===== src/rtl/core/lmr_pkg.sv =====
// Shared constants, codes and queue entry type of the learning message router.
`default_nettype none

package lmr_pkg;

    // Sizes
    localparam int CHANNELS      = 4;
    localparam int CH_W          = 2;
    localparam int ACNT_W        = 3;
    localparam int ROUTE_ENTRIES = 16;
    localparam int RT_IDX_W      = 4;
    localparam int RT_CNT_W      = 5;
    localparam int NODE_W        = 8;

    // Special node ids
    localparam logic [NODE_W-1:0] FREE_ID     = 8'hFF;
    localparam logic [NODE_W-1:0] FALLBACK_ID = 8'h01;

    // Request operations
    localparam logic OP_RECEIVE = 1'b0;
    localparam logic OP_SEND    = 1'b1;

    // Result action codes
    typedef enum logic [2:0] {
        ACT_LOOPBACK  = 3'd0,
        ACT_LOCAL     = 3'd1,
        ACT_BROADCAST = 3'd2,
        ACT_FORWARD   = 3'd3,
        ACT_NO_ROUTE  = 3'd4
    } action_t;

    // Classified request passed from front to back
    typedef struct packed {
        logic                  need_lookup;
        logic                  do_learn;
        action_t               action;
        logic                  deliver;
        logic [CHANNELS-1:0]   mask;
        logic [NODE_W-1:0]     fwd_src;
        logic [NODE_W-1:0]     src;
        logic [CH_W-1:0]       ingress;
        logic [NODE_W-1:0]     tgt;
        logic [ACNT_W-1:0]     acnt;
    } lmr_entry_t;

endpackage

`default_nettype wire


===== src/rtl/core/lmr_ifs.sv =====
// Request and result channel interfaces of the learning message router.
`default_nettype none

interface lmr_req_if;
    logic       valid;
    logic       ready;
    logic       operation;
    logic [1:0] ingress_channel;
    logic [7:0] source_node;
    logic [7:0] target_node;

    modport source (output valid, operation, ingress_channel, source_node, target_node,
                    input ready);
    modport sink (input valid, operation, ingress_channel, source_node, target_node,
                  output ready);
endinterface

interface lmr_rsp_if;
    logic       valid;
    logic       ready;
    logic [2:0] action;
    logic       deliver_local;
    logic [3:0] egress_mask;
    logic [7:0] forward_source;
    logic       learn_failed;

    modport source (output valid, action, deliver_local, egress_mask, forward_source,
                    learn_failed, input ready);
    modport sink (input valid, action, deliver_local, egress_mask, forward_source,
                  learn_failed, output ready);
endinterface

`default_nettype wire


===== src/rtl/core/learning_message_router.sv =====
// Learning message router: one result per decoded message header.
// Requests arrive on req (operation, ingress_channel, source_node,
// target_node) and are accepted when req.valid and req.ready are high.
// Each request gives exactly one result on rsp (action, deliver_local,
// egress_mask, forward_source, learn_failed), taken when rsp.valid and
// rsp.ready are high. The front classifies a request in the accept cycle
// and queues it (two entries). The back handles each request in two steps:
// the route table learning write, then the lookup into the result
// register. It pops the next request only once the result of the last
// is loaded, so requests pass the learn-then-lookup sequence on the
// single route table one at a time.
// When rsp is stalled the result register holds, the back waits, and the
// queue keeps taking requests until it is full; then req.ready drops.
// Reset empties the queue, clears the route table (no entries in use),
// and sets local_node_id and active_channels to zero.
// Registers over APB: local_node_id at 0x0, active_channels at 0x4;
// write them only while no request is in flight.
`default_nettype none

module learning_message_router
    import lmr_pkg::*;
(
    input  wire logic        clk,
    input  wire logic        rst_n,
    input  wire logic        psel,
    input  wire logic        penable,
    input  wire logic        pwrite,
    input  wire logic [2:0]  paddr,
    input  wire logic [31:0] pwdata,
    output logic      [31:0] prdata,
    output logic             pready,
    lmr_req_if.sink          req,
    lmr_rsp_if.source        rsp
);

    logic [NODE_W-1:0] local_id_reg;
    logic [ACNT_W-1:0] active_reg;
    lmr_entry_t        fe_entry;
    lmr_entry_t        head;
    logic              q_full;
    logic              head_valid;
    logic              pop;
    logic              cfg_wr;

    // Configuration registers
    assign pready = 1'b1;
    assign cfg_wr = psel && penable && pwrite;

    always_ff @(posedge clk or negedge rst_n)
    begin
        if (!rst_n)
        begin
            local_id_reg <= '0;
            active_reg   <= '0;
        end
        else if (cfg_wr)
        begin
            if (paddr[2])
                active_reg <= pwdata[ACNT_W-1:0];
            else
                local_id_reg <= pwdata[NODE_W-1:0];
        end
    end

    always_comb
    begin
        if (paddr[2])
            prdata = {{(32-ACNT_W){1'b0}}, active_reg};
        else
            prdata = {{(32-NODE_W){1'b0}}, local_id_reg};
    end

    // Front end classification
    lmr_front u_front (
        .in_operation    (req.operation),
        .in_ingress      (req.ingress_channel),
        .in_src          (req.source_node),
        .in_tgt          (req.target_node),
        .local_id        (local_id_reg),
        .active_channels (active_reg),
        .entry           (fe_entry)
    );

    assign req.ready = !q_full;

    // Queue between front and back
    lmr_fifo u_fifo (
        .clk        (clk),
        .rst_n      (rst_n),
        .push       (req.valid && !q_full),
        .push_data  (fe_entry),
        .full       (q_full),
        .pop        (pop),
        .head_valid (head_valid),
        .head       (head)
    );

    // Back end: table and results
    lmr_back u_back (
        .clk        (clk),
        .rst_n      (rst_n),
        .head_valid (head_valid),
        .head       (head),
        .pop        (pop),
        .rsp        (rsp)
    );

endmodule

`default_nettype wire


===== src/rtl/core/lmr_front.sv =====
// Front end: classifies each incoming request against the local id and channel count.
`default_nettype none

module lmr_front
    import lmr_pkg::*;
(
    input  wire logic                 in_operation,
    input  wire logic [CH_W-1:0]      in_ingress,
    input  wire logic [NODE_W-1:0]    in_src,
    input  wire logic [NODE_W-1:0]    in_tgt,
    input  wire logic [NODE_W-1:0]    local_id,
    input  wire logic [ACNT_W-1:0]    active_channels,
    output lmr_entry_t                entry
);

    logic [ACNT_W-1:0]   acnt;
    logic [CHANNELS-1:0] amask;
    logic [CHANNELS-1:0] ingress_bit;

    // Clamp the active count and build the active channel mask
    always_comb
    begin
        if (active_channels > ACNT_W'(CHANNELS))
            acnt = ACNT_W'(CHANNELS);
        else
            acnt = active_channels;
        for (int c = 0; c < CHANNELS; c++)
            amask[c] = ACNT_W'(c) < acnt;
        ingress_bit = CHANNELS'(1) << in_ingress;
    end

    // Classification
    always_comb
    begin
        entry.need_lookup = 1'b0;
        entry.do_learn    = 1'b0;
        entry.action      = ACT_LOOPBACK;
        entry.deliver     = 1'b0;
        entry.mask        = '0;
        entry.fwd_src     = in_src;
        entry.src         = in_src;
        entry.ingress     = in_ingress;
        entry.tgt         = in_tgt;
        entry.acnt        = acnt;
        if (in_operation == OP_RECEIVE)
        begin
            if (in_src != local_id)
            begin
                entry.do_learn = (in_src != FREE_ID);
                if (in_tgt == local_id)
                begin
                    entry.action  = ACT_LOCAL;
                    entry.deliver = 1'b1;
                end
                else if (in_tgt == FREE_ID)
                begin
                    entry.action  = ACT_BROADCAST;
                    entry.deliver = 1'b1;
                    entry.mask    = amask & ~ingress_bit;
                end
                else
                begin
                    entry.need_lookup = 1'b1;
                end
            end
        end
        else
        begin
            entry.fwd_src = local_id;
            if (in_tgt == FREE_ID)
            begin
                entry.action = ACT_BROADCAST;
                entry.mask   = amask;
            end
            else
            begin
                entry.need_lookup = 1'b1;
            end
        end
    end

endmodule

`default_nettype wire


===== src/rtl/core/lmr_fifo.sv =====
// Two-entry queue of classified requests between front and back.
`default_nettype none

module lmr_fifo
    import lmr_pkg::*;
(
    input  wire logic        clk,
    input  wire logic        rst_n,
    input  wire logic        push,
    input  wire lmr_entry_t  push_data,
    output logic             full,
    input  wire logic        pop,
    output logic             head_valid,
    output lmr_entry_t       head
);

    lmr_entry_t slots_reg [2];
    logic       wr_ptr_reg, wr_ptr_next;
    logic       rd_ptr_reg, rd_ptr_next;
    logic [1:0] count_reg,  count_next;

    assign full       = (count_reg == 2'd2);
    assign head_valid = (count_reg != 2'd0);
    assign head       = slots_reg[rd_ptr_reg];

    // Pointer and fill bookkeeping
    always_comb
    begin
        wr_ptr_next = wr_ptr_reg ^ push;
        rd_ptr_next = rd_ptr_reg ^ pop;
        count_next  = count_reg;
        if (push && !pop)
            count_next = count_reg + 2'd1;
        else if (pop && !push)
            count_next = count_reg - 2'd1;
    end

    always_ff @(posedge clk or negedge rst_n)
    begin
        if (!rst_n)
        begin
            wr_ptr_reg <= 1'b0;
            rd_ptr_reg <= 1'b0;
            count_reg  <= 2'd0;
        end
        else
        begin
            wr_ptr_reg <= wr_ptr_next;
            rd_ptr_reg <= rd_ptr_next;
            count_reg  <= count_next;
        end
    end

    // Storage
    always_ff @(posedge clk)
    begin
        if (push)
            slots_reg[wr_ptr_reg] <= push_data;
    end

endmodule

`default_nettype wire


===== src/rtl/core/lmr_back.sv =====
// Back end: route table learning, target lookup and the result register.
`default_nettype none

module lmr_back
    import lmr_pkg::*;
(
    input  wire logic        clk,
    input  wire logic        rst_n,
    input  wire logic        head_valid,
    input  wire lmr_entry_t  head,
    output logic             pop,
    lmr_rsp_if.source        rsp
);

    typedef enum logic [1:0] {
        ST_LEARN   = 2'b01,
        ST_RESOLVE = 2'b10
    } state_t;

    state_t               state_reg, state_next;
    lmr_entry_t           cur_reg;
    logic                 fail_reg;

    // Route table: filled as a prefix, cnt_reg entries in use
    logic [NODE_W-1:0]    ids_reg   [ROUTE_ENTRIES];
    logic [CH_W-1:0]      chans_reg [ROUTE_ENTRIES];
    logic [RT_CNT_W-1:0]  cnt_reg, cnt_next;

    logic                 out_valid_reg;
    logic [2:0]           out_action_reg;
    logic                 out_deliver_reg;
    logic [CHANNELS-1:0]  out_mask_reg;
    logic [NODE_W-1:0]    out_fsrc_reg;
    logic                 out_fail_reg;

    logic                 learn_hit;
    logic [RT_IDX_W-1:0]  learn_idx;
    logic                 table_full;
    logic                 learn_fail;
    logic                 look_hit;
    logic [RT_IDX_W-1:0]  look_idx;
    logic [CH_W-1:0]      look_ch;
    action_t              res_action;
    logic [CHANNELS-1:0]  res_mask;
    logic                 out_free;
    logic                 load_out;

    assign out_free = !out_valid_reg || rsp.ready;
    assign pop      = (state_reg == ST_LEARN) && head_valid;
    assign load_out = (state_reg == ST_RESOLVE) && out_free;

    // Source match against the table (ids are unique, so OR the index)
    always_comb
    begin
        learn_hit = 1'b0;
        learn_idx = '0;
        for (int i = 0; i < ROUTE_ENTRIES; i++)
        begin
            if ((RT_CNT_W'(i) < cnt_reg) && (ids_reg[i] == head.src))
            begin
                learn_hit = 1'b1;
                learn_idx = learn_idx | RT_IDX_W'(i);
            end
        end
        table_full = (cnt_reg == RT_CNT_W'(ROUTE_ENTRIES));
        learn_fail = head.do_learn && !learn_hit && table_full;
        cnt_next   = cnt_reg;
        if (pop && head.do_learn && !learn_hit && !table_full)
            cnt_next = cnt_reg + RT_CNT_W'(1);
    end

    // Target lookup on the updated table
    always_comb
    begin
        look_hit = 1'b0;
        look_idx = '0;
        for (int i = 0; i < ROUTE_ENTRIES; i++)
        begin
            if ((RT_CNT_W'(i) < cnt_reg) && (ids_reg[i] == cur_reg.tgt))
            begin
                look_hit = 1'b1;
                look_idx = look_idx | RT_IDX_W'(i);
            end
        end
        look_ch    = chans_reg[look_idx];
        res_action = cur_reg.action;
        res_mask   = cur_reg.mask;
        if (cur_reg.need_lookup)
        begin
            res_action = ACT_NO_ROUTE;
            res_mask   = '0;
            if (look_hit)
            begin
                if (ACNT_W'(look_ch) < cur_reg.acnt)
                begin
                    res_action = ACT_FORWARD;
                    res_mask   = CHANNELS'(1) << look_ch;
                end
            end
            else if ((cur_reg.tgt == FALLBACK_ID) && (cur_reg.acnt != '0))
            begin
                res_action = ACT_FORWARD;
                res_mask   = CHANNELS'(1);
            end
        end
    end

    // Sequencer
    always_comb
    begin
        state_next = state_reg;
        case (state_reg)
            ST_LEARN:
            begin
                if (head_valid)
                    state_next = ST_RESOLVE;
            end
            ST_RESOLVE:
            begin
                if (out_free)
                    state_next = ST_LEARN;
            end
            default:
            begin
                state_next = ST_LEARN;
            end
        endcase
    end

    always_ff @(posedge clk or negedge rst_n)
    begin
        if (!rst_n)
        begin
            state_reg     <= ST_LEARN;
            cnt_reg       <= '0;
            out_valid_reg <= 1'b0;
        end
        else
        begin
            state_reg <= state_next;
            cnt_reg   <= cnt_next;
            if (load_out)
                out_valid_reg <= 1'b1;
            else if (rsp.ready)
                out_valid_reg <= 1'b0;
        end
    end

    // Table write and current request capture
    always_ff @(posedge clk)
    begin
        if (pop)
        begin
            cur_reg  <= head;
            fail_reg <= learn_fail;
            if (head.do_learn)
            begin
                if (learn_hit)
                    chans_reg[learn_idx] <= head.ingress;
                else if (!table_full)
                begin
                    ids_reg[cnt_reg[RT_IDX_W-1:0]]   <= head.src;
                    chans_reg[cnt_reg[RT_IDX_W-1:0]] <= head.ingress;
                end
            end
        end
    end

    // Result register
    always_ff @(posedge clk)
    begin
        if (load_out)
        begin
            out_action_reg  <= res_action;
            out_deliver_reg <= cur_reg.deliver;
            out_mask_reg    <= res_mask;
            out_fsrc_reg    <= cur_reg.fwd_src;
            out_fail_reg    <= fail_reg;
        end
    end

    assign rsp.valid          = out_valid_reg;
    assign rsp.action         = out_action_reg;
    assign rsp.deliver_local  = out_deliver_reg;
    assign rsp.egress_mask    = out_mask_reg;
    assign rsp.forward_source = out_fsrc_reg;
    assign rsp.learn_failed   = out_fail_reg;

endmodule

`default_nettype wire

===== src/flat_wrapper.sv =====
// flat-port wrapper written by rule: the top's interface ports become plain ports
module learning_message_router_flat import lmr_pkg::*;
  (clk, rst_n, psel, penable, pwrite, paddr, pwdata, prdata, pready, req_valid, req_operation, req_ingress_channel, req_source_node, req_target_node, req_ready, rsp_valid, rsp_action, rsp_deliver_local, rsp_egress_mask, rsp_forward_source, rsp_learn_failed, rsp_ready);
  lmr_req_if req_i ();
  lmr_rsp_if rsp_i ();
  input  wire logic clk;
  input  wire logic rst_n;
  input  wire logic psel;
  input  wire logic penable;
  input  wire logic pwrite;
  input  wire logic [2:0] paddr;
  input  wire logic [31:0] pwdata;
  output logic      [31:0] prdata;
  output logic pready;
  input wire logic [$bits(req_i.valid)-1:0] req_valid;
  input wire logic [$bits(req_i.operation)-1:0] req_operation;
  input wire logic [$bits(req_i.ingress_channel)-1:0] req_ingress_channel;
  input wire logic [$bits(req_i.source_node)-1:0] req_source_node;
  input wire logic [$bits(req_i.target_node)-1:0] req_target_node;
  output wire logic [$bits(req_i.ready)-1:0] req_ready;
  output wire logic [$bits(rsp_i.valid)-1:0] rsp_valid;
  output wire logic [$bits(rsp_i.action)-1:0] rsp_action;
  output wire logic [$bits(rsp_i.deliver_local)-1:0] rsp_deliver_local;
  output wire logic [$bits(rsp_i.egress_mask)-1:0] rsp_egress_mask;
  output wire logic [$bits(rsp_i.forward_source)-1:0] rsp_forward_source;
  output wire logic [$bits(rsp_i.learn_failed)-1:0] rsp_learn_failed;
  input wire logic [$bits(rsp_i.ready)-1:0] rsp_ready;
  assign req_i.valid = req_valid;
  assign req_i.operation = req_operation;
  assign req_i.ingress_channel = req_ingress_channel;
  assign req_i.source_node = req_source_node;
  assign req_i.target_node = req_target_node;
  assign req_ready = req_i.ready;
  assign rsp_valid = rsp_i.valid;
  assign rsp_action = rsp_i.action;
  assign rsp_deliver_local = rsp_i.deliver_local;
  assign rsp_egress_mask = rsp_i.egress_mask;
  assign rsp_forward_source = rsp_i.forward_source;
  assign rsp_learn_failed = rsp_i.learn_failed;
  assign rsp_i.ready = rsp_ready;
  learning_message_router u_core (.clk(clk), .rst_n(rst_n), .psel(psel), .penable(penable), .pwrite(pwrite), .paddr(paddr), .pwdata(pwdata), .prdata(prdata), .pready(pready), .req(req_i), .rsp(rsp_i));
endmodule

===== config.mk =====
export PLATFORM = sky130hd
export DESIGN_NAME = learning_message_router_flat
export DESIGN_NICKNAME = d
export VERILOG_FILES = /design/src/rtl/core/lmr_pkg.sv /design/src/rtl/core/lmr_ifs.sv /design/src/rtl/core/learning_message_router.sv /design/src/rtl/core/lmr_front.sv /design/src/rtl/core/lmr_fifo.sv /design/src/rtl/core/lmr_back.sv /design/src/flat_wrapper.sv
export SDC_FILE = /design/constraint.sdc
export NUM_CORES = 1
export LEC_CHECK = 0
export ABC_AREA = 1
export BUFFER_PORTS_ARGS = -buffer_cell sky130_fd_sc_hd__buf_2
export CAP_MARGIN = 20
export CORE_MARGIN = 2
export CORE_UTILIZATION = 47
export DETAILED_ROUTE_END_ITERATION = 12
export HOLD_SLACK_MARGIN = 0.15
export SLEW_MARGIN = 30
export SYNTH_ARGS = -nofsm -noshare
export SYNTH_HDL_FRONTEND = slang
export SYNTH_HIERARCHICAL = 1
export SYNTH_SLANG_ARGS = --single-unit

===== constraint.sdc =====
create_clock -name clk -period 9 [get_ports clk]
set_clock_uncertainty 0.05 [all_clocks]
set_input_delay 1.35 -clock clk [delete_from_list [all_inputs] [get_ports clk]]
set_output_delay 1.35 -clock clk [all_outputs]
set_load 0.1 [all_outputs]

==> flow_summary.json, run 1 <==
{
  "start_kind": "flop",
  "ir_drop_mv": 0.269,
  "drt_iter0_markers": 976,
  "final_nets": 1654,
  "start_util": 0.479,
  "cts_tree": "built",
  "rrSetupSlack_ps": 4250,
  "yosys.area.top_type": "edfxtp_1",
  "required_ps": 9080,
  "cts_root_buf": "clkbuf_16",
  "avgSynthCellArea_sq_um": 10.5,
  "crit_type": "flop to flop",
  "layout-drive-gt1-share": 0.144,
  "ys_warn_count": 6,
  "tightest_slew_ps": 912,
  "hp-class": "flop to flop",
  "fp.coreArea_sq_um": 33600,
  "cts_hold_buffers": 0,
  "synth_ff_type": "edfxtp_1",
  "synth_area_leaders": "edfxtp_1 53%, nand2_1 7.7%, xnor2_1 5.4%, xor2_1 5.4%, dfrtp_1 3.4%",
  "via_count": 10701,
  "reg2reg_to": "u_core/u_back/ids_reg[8][5]",
  "post_drt_via_cell_ratio": 5.20,
  "htreeDepth": 2,
  "cts_made_buffers": 35,
  "syn_area_sq_um": 16100,
  "antenna_found_initial": 0,
  "leakagePower_nw": 7.06,
  "gp_congestion": 0.881,
  "p_switching_mw": 2.11,
  "post-dp-hpwl_microns": 24700,
  "rr_worst_depth": 15,
  "clock_sinks": 307,
  "grt_max_degree": 41,
  "grt_pass1_wl_microns": 59100,
  "fin_cells": 2058,
  "powerDensity_nw_per_um2": 313,
  "firstDrtPassIters": 5,
  "final_hold_viol_count": 0,
  "wl_per_cell_microns": 18.5,
  "dieArea_sq_um": 35800,
  "row_count": 67,
  "crit_path_max_fanout": 40,
  "grt_usage": 0.215,
  "placed_cells": 1996,
  "die-height_microns": 189,
  "cts_buffer_depth": 3,
  "grt_pass1_vias": 10601,
  "die_w_microns": 189,
  "finalMaxSlewViolations": 0,
  "finalSetupViolations": 0,
  "cap_violations": 0,
  "fin_crit_ps": 4750,
  "pwr-share-comb": 0.371,
  "syn_inst": 1537,
  "internal-power_mw": 3.42,
  "startpoint": "u_core/u_fifo/rd_ptr_reg",
  "largest_reg_flops": 128,
  "postRouteAntennaNets": 0,
  "crit_arrival_ps": 4830,
  "run_status": "finished clean",
  "fin_crit_sh": 0.528,
  "overflow": 0,
  "nFillCells": 2897,
  "rsz0062_at_grt": "false",
  "ys_seq_area_frac": 0.565,
  "synth-edff-count": 284,
  "design_area_sq_um": 17700,
  "post_dp_cell_area_sq_um": 16500,
  "path_clk_slew_ps": 60,
  "clockPowerShare": 0.255,
  "p_seq_frac": 0.374,
  "fmax_mhz": 210,
  "regToRegStartpoint": "u_core/u_fifo/rd_ptr_reg",
  "synth.top_cell.area_share": 0.529,
  "n_antenna_cell": 0,
  "area_growth_pct": 9.58,
  "yosysMostFrequentCell": "nand2_1",
  "synthArstFlopShare": 0.0749,
  "io_buffer_count": 61,
  "insertion_delay_ps": 510,
  "crit_path_end_kind": "flop",
  "p_sw_frac": 0.381,
  "drc": 0,
  "cts-resized-gates": 0,
  "synth_cell_type_count": 52,
  "critPathCapture": "u_core/u_back/ids_reg[8][5]",
  "synthTopCellsByCount": "332 x nand2_1, 284 x edfxtp_1, 134 x nor2_1, 131 x inv_1, 100 x xnor2_1",
  "max-slew-margin-rel": 0.392,
  "ys_seq_elements": 307,
  "io_pins": 113,
  "finalSetupTns_ps": 0,
  "wirelength_microns": 38000,
  "cts_setup_buffers": 0
}
## through the flow
step / worst slack, ps / utilization / power, mW / hold slack, ps
2_1_floorplan: 4820 / - / 3.65 / 350
3_3_place_gp: 4240 / 0.491 / 4.10 / 351
3_5_place_dp: 4210 / 0.491 / 4.15 / 355
4_1_cts: 4190 / 0.525 / 5.58 / 364
5_1_grt: 3930 / 0.525 / 5.84 / 377
6_report: 4250 / 0.525 / 5.54 / 365
## worst min-delay path by stage
| stage | from | end | slack, ps | cells past startpoint |
|---|---|---|---|---|
| 4_1_cts | u_core/u_back/cur_reg[25] | u_core/u_back/rsp.forward_source[4] | 360 | 0 |
| 6_report | u_core/u_back/cur_reg[25] | u_core/u_back/rsp.forward_source[4] | 370 | 0 |
| 5_1_grt | u_core/u_back/cur_reg[23] | u_core/u_back/rsp.forward_source[2] | 380 | 0 |
| 2_1_floorplan | u_core/u_back/cur_reg[33] | u_core/u_back/rsp.deliver_local | 350 | 0 |
| 3_3_place_gp | u_core/u_back/cur_reg[33] | u_core/u_back/rsp.deliver_local | 350 | 0 |
| 3_5_place_dp | u_core/u_back/cur_reg[25] | u_core/u_back/rsp.forward_source[4] | 350 | 0 |
## power groups by stage
stage	logic [mW]	clock network (mW)	registers [mW]
final	2.05	1.41	2.07
after global routing	2.24	1.51	2.09
after CTS	2.06	1.45	2.07
after detailed placement	2.05	0	2.10
after global placement	2.01	0	2.09
after floorplan	1.47	0	2.18
## layer usage
metal | global-route usage | wire [microns] | up-vias
met4 | 0.0679 | 991 | 0
met1 | 0.298 | 16900 | 5114
met5 | 0 | 0 | -
met3 | 0.0337 | 2480 | 69
li1 | - | - | 5153
met2 | 0.348 | 17600 | 365
## cells by family after synthesis
family / Yosys count / synth area share
and+or+nand+nor: 674 / 0.188
DFF: 307 / 0.565
buffers and inverters: 240 / 0.0793
xor gates and xnor gates: 199 / 0.108
AOI/OAI and AO/OA: 67 / 0.0251
muxes: 39 / 0.0272
adders and majority gates: 8 / 0.00621
other: 3 / 0.000699
## worst max-delay path: stages (launching register included)
cell and delay (ps):
dfrtp_1 320, buf_4 470, mux2_2 880, inv_2 310, o22ai_1 240, nor2_1 60, nand3_1 100, nor2_1 80
a31o_1 230, clkinv_1 50, o211ai_1 140, nor2_1 210, nand3_4 160, inv_2 170, nand2_1 240, nor2_1 620
## cell type report
class / instances / area (sq um) / share of cell area
Inverter: 150 / 568 / 0.0322
Sequential cell: 307 / 9100 / 0.516
Timing Repair Buffer: 78 / 433 / 0.0245
Clock buffer: 46 / 937 / 0.0531
Multi-Input combinational cell: 1013 / 5850 / 0.331
Tap cell: 448 / 561 / 0.0317
Clock inverter: 16 / 205 / 0.0116
## layout by cell type, fill, tap and decap left out, drive strengths merged
master,count
nand2,348
and2,2
nor2,146
conb,26
ha,8
clkinvlp,1
buf,78
nand4,25
dfrtp,22
clkinv,12
dfstp,1
nor3b,3
o21ai,26
or2,8
o211ai,3
o311ai,1
o22ai,10
xor2,99
edfxtp,284
inv,148
and3,1
bufinv,5
a221oi,4
nor4b,1
nor4,19
nand3b,9
a41oi,1
nand3,94
xnor2,100
nor2b,1
nand2b,1
a21oi,18
clkbuf,46
mux2,39
a31o,1
nor3,16
o2111ai,3
Note: power is estimated with default switching activity, not from simulation.
==> inputs of run 2 (changes only) <==
--- a/config.mk
+++ b/config.mk
@@ -12,6 +12,7 @@
 export CORE_UTILIZATION = 47
 export DETAILED_ROUTE_END_ITERATION = 12
 export HOLD_SLACK_MARGIN = 0.15
+export PLACE_DENSITY = 0.67
 export SLEW_MARGIN = 30
 export SYNTH_ARGS = -nofsm -noshare
 export SYNTH_HDL_FRONTEND = slang
==> constraint.sdc (replaced) <==
create_clock -name clk -period 4.2 [get_ports clk]
set_clock_uncertainty 0.05 [all_clocks]
set_input_delay 0.63 -clock clk [delete_from_list [all_inputs] [get_ports clk]]
set_output_delay 0.63 -clock clk [all_outputs]
set_load 0.1 [all_outputs]
==> flow_summary.json, run 2 (same netlist as run 1, synthesis figures left out) <==
{
  "wirelength_microns": 38300,
  "fmax_mhz": 261,
  "p_switching_mw": 4.61,
  "utilization": 0.533,
  "clockPowerShare": 0.240,
  "placed_cells": 2033,
  "antenna_found_initial": 1,
  "run_status": "finished clean",
  "grt_pass1_vias": 10703,
  "die_w_microns": 189,
  "crit_arrival_ps": 3990,
  "p_seq_frac": 0.376,
  "n_antenna_cell": 0,
  "insertion_delay_ps": 520,
  "cts-resized-gates": 0,
  "dieArea_sq_um": 35800,
  "io_buffer_count": 61,
  "fin_cells": 2095,
  "finalMaxSlewViolations": 0,
  "rrSetupSlack_ps": 370,
  "leakagePower_nw": 7.24,
  "io_pins": 113,
  "seq_area_sq_um": 9100,
  "cts_root_buf": "clkbuf_16",
  "wl_per_cell_microns": 18.3,
  "postRouteAntennaNets": 0,
  "powerDensity_nw_per_um2": 669,
  "overflow": 0,
  "multiInputGateArea_sq_um": 5850,
  "fp.coreArea_sq_um": 33600,
  "final_hold_viol_count": 0,
  "die-height_microns": 189,
  "grt_usage": 0.215,
  "post-dp-hpwl_microns": 26800,
  "via_count": 11026,
  "drc": 0,
  "cts_tree": "built",
  "pwr-share-comb": 0.384,
  "pre_cts_slack_ps": 459,
  "tightest_slew_ps": 715,
  "fin_crit_sh": 0.913,
  "nFillCells": 2826,
  "grt_max_degree": 40,
  "finalSetupViolations": 0,
  "firstDrtPassIters": 5,
  "cap_violations": 0,
  "path_clk_slew_ps": 60,
  "hp-class": "input port to flop",
  "crit_type": "flop to flop",
  "cts_made_buffers": 34,
  "largest_reg_flops": 128,
  "final_cell_mix": "332 x nand2_1, 284 x edfxtp_1, 134 x nor2_1",
  "area_growth_pct": 11.2,
  "rsz0062_at_grt": "false",
  "required_ps": 4350,
  "crit_path_max_fanout": 14,
  "drt_iter0_markers": 1074,
  "p_sw_frac": 0.384,
  "start_kind": "flop",
  "grt_pass1_wl_microns": 59200,
  "htreeDepth": 2,
  "row_count": 67,
  "crit_path_end_kind": "flop",
  "final_nets": 1691,
  "fin_crit_ps": 3830,
  "cts_buffer_depth": 3,
  "internal-power_mw": 7.38,
  "max-slew-margin-rel": 0.519,
  "final.setup.worst_slack_ps": 366,
  "layout-drive-gt1-share": 0.162,
  "start_util": 0.479,
  "mostFrequentLayoutCell": "nand2_1",
  "cts_hold_buffers": 1,
  "clock_sinks": 307,
  "finalSetupTns_ps": 0,
  "post_drt_via_cell_ratio": 5.26,
  "ir_drop_mv": 0.620,
  "cts_setup_buffers": 0,
  "gp_congestion": 0.995
}
## run 2: cell types whose count changed in the layout (fill, tap and decap cells not counted), sizes merged
cell / delta
inv: +1
bufinv: -3
clkinv: -2
dlygate4sd3: +1
clkinvlp: -1
buf: +37
clkbuf: +4
## run 2: stage by stage
stage	instance area, sq um	hold slack, ps	power (mW)
2_1_floorplan	16200	284	7.83
3_3_place_gp	16800	353	9.01
3_5_place_dp	16800	359	9.11
4_1_cts	17900	241	12.0
5_1_grt	17900	277	12.6
6_report	17900	255	12.0
## run 2: cell type report
type,instances,area share
clock buffers,50,0.0537
repair buffers,116,0.0423
inverters,150,0.0317
flip-flops and latches,307,0.508
multi-input cells,1013,0.326
well taps,448,0.0313
clock inverters,11,0.00670
## run 2: power by group through the flow
stage	clock network, mW	registers (mW)	logic (mW)
detailed placement	0	4.56	4.55
global route	3.05	4.54	4.99
global placement	0	4.54	4.48
floorplan	0	4.67	3.16
CTS	2.94	4.50	4.57
finish	2.88	4.50	4.61
## run 2: critical path: stages, from the launching register on
cell and delay, ps:
dfrtp_1 370, buf_4 200, mux2_2 580, buf_4 310, xnor2_1 140, nand4_1 100, nor4_1 550, nor2_1 90
nand2_1 110, nor2_1 80, nand3_4 100, buf_4 160, nand2_1 50, o21ai_0 120, nand3_1 240, nor2_1 250
## run 2: path summary, 6_finish.rpt
path                       cells past startpoint                 startpoint                                   to
max reg2reg                                   15   u_core/u_fifo/rd_ptr_reg        u_core/u_back/chans_reg[6][0]
min reg2reg                                    0  u_core/u_back/cur_reg[24]  u_core/u_back/rsp.forward_source[3]
max in group asynchronous                      2                      rst_n             u_core/u_back/cnt_reg[4]
max                                           15   u_core/u_fifo/rd_ptr_reg        u_core/u_back/chans_reg[6][0]
min in group asynchronous                      2                      rst_n             u_core/u_back/cnt_reg[3]
min                                            2                  rsp_ready              u_core/u_back/rsp.valid
## run 2: per-layer routing
metal / track usage / share of wire / up-vias
li1: - / - / 5210
met1: 0.299 / 0.43 / 5214
met2: 0.343 / 0.46 / 506
met3: 0.0352 / 0.080 / 94
met4: 0.0775 / 0.031 / 2
met5: 0 / 0.00029 / -
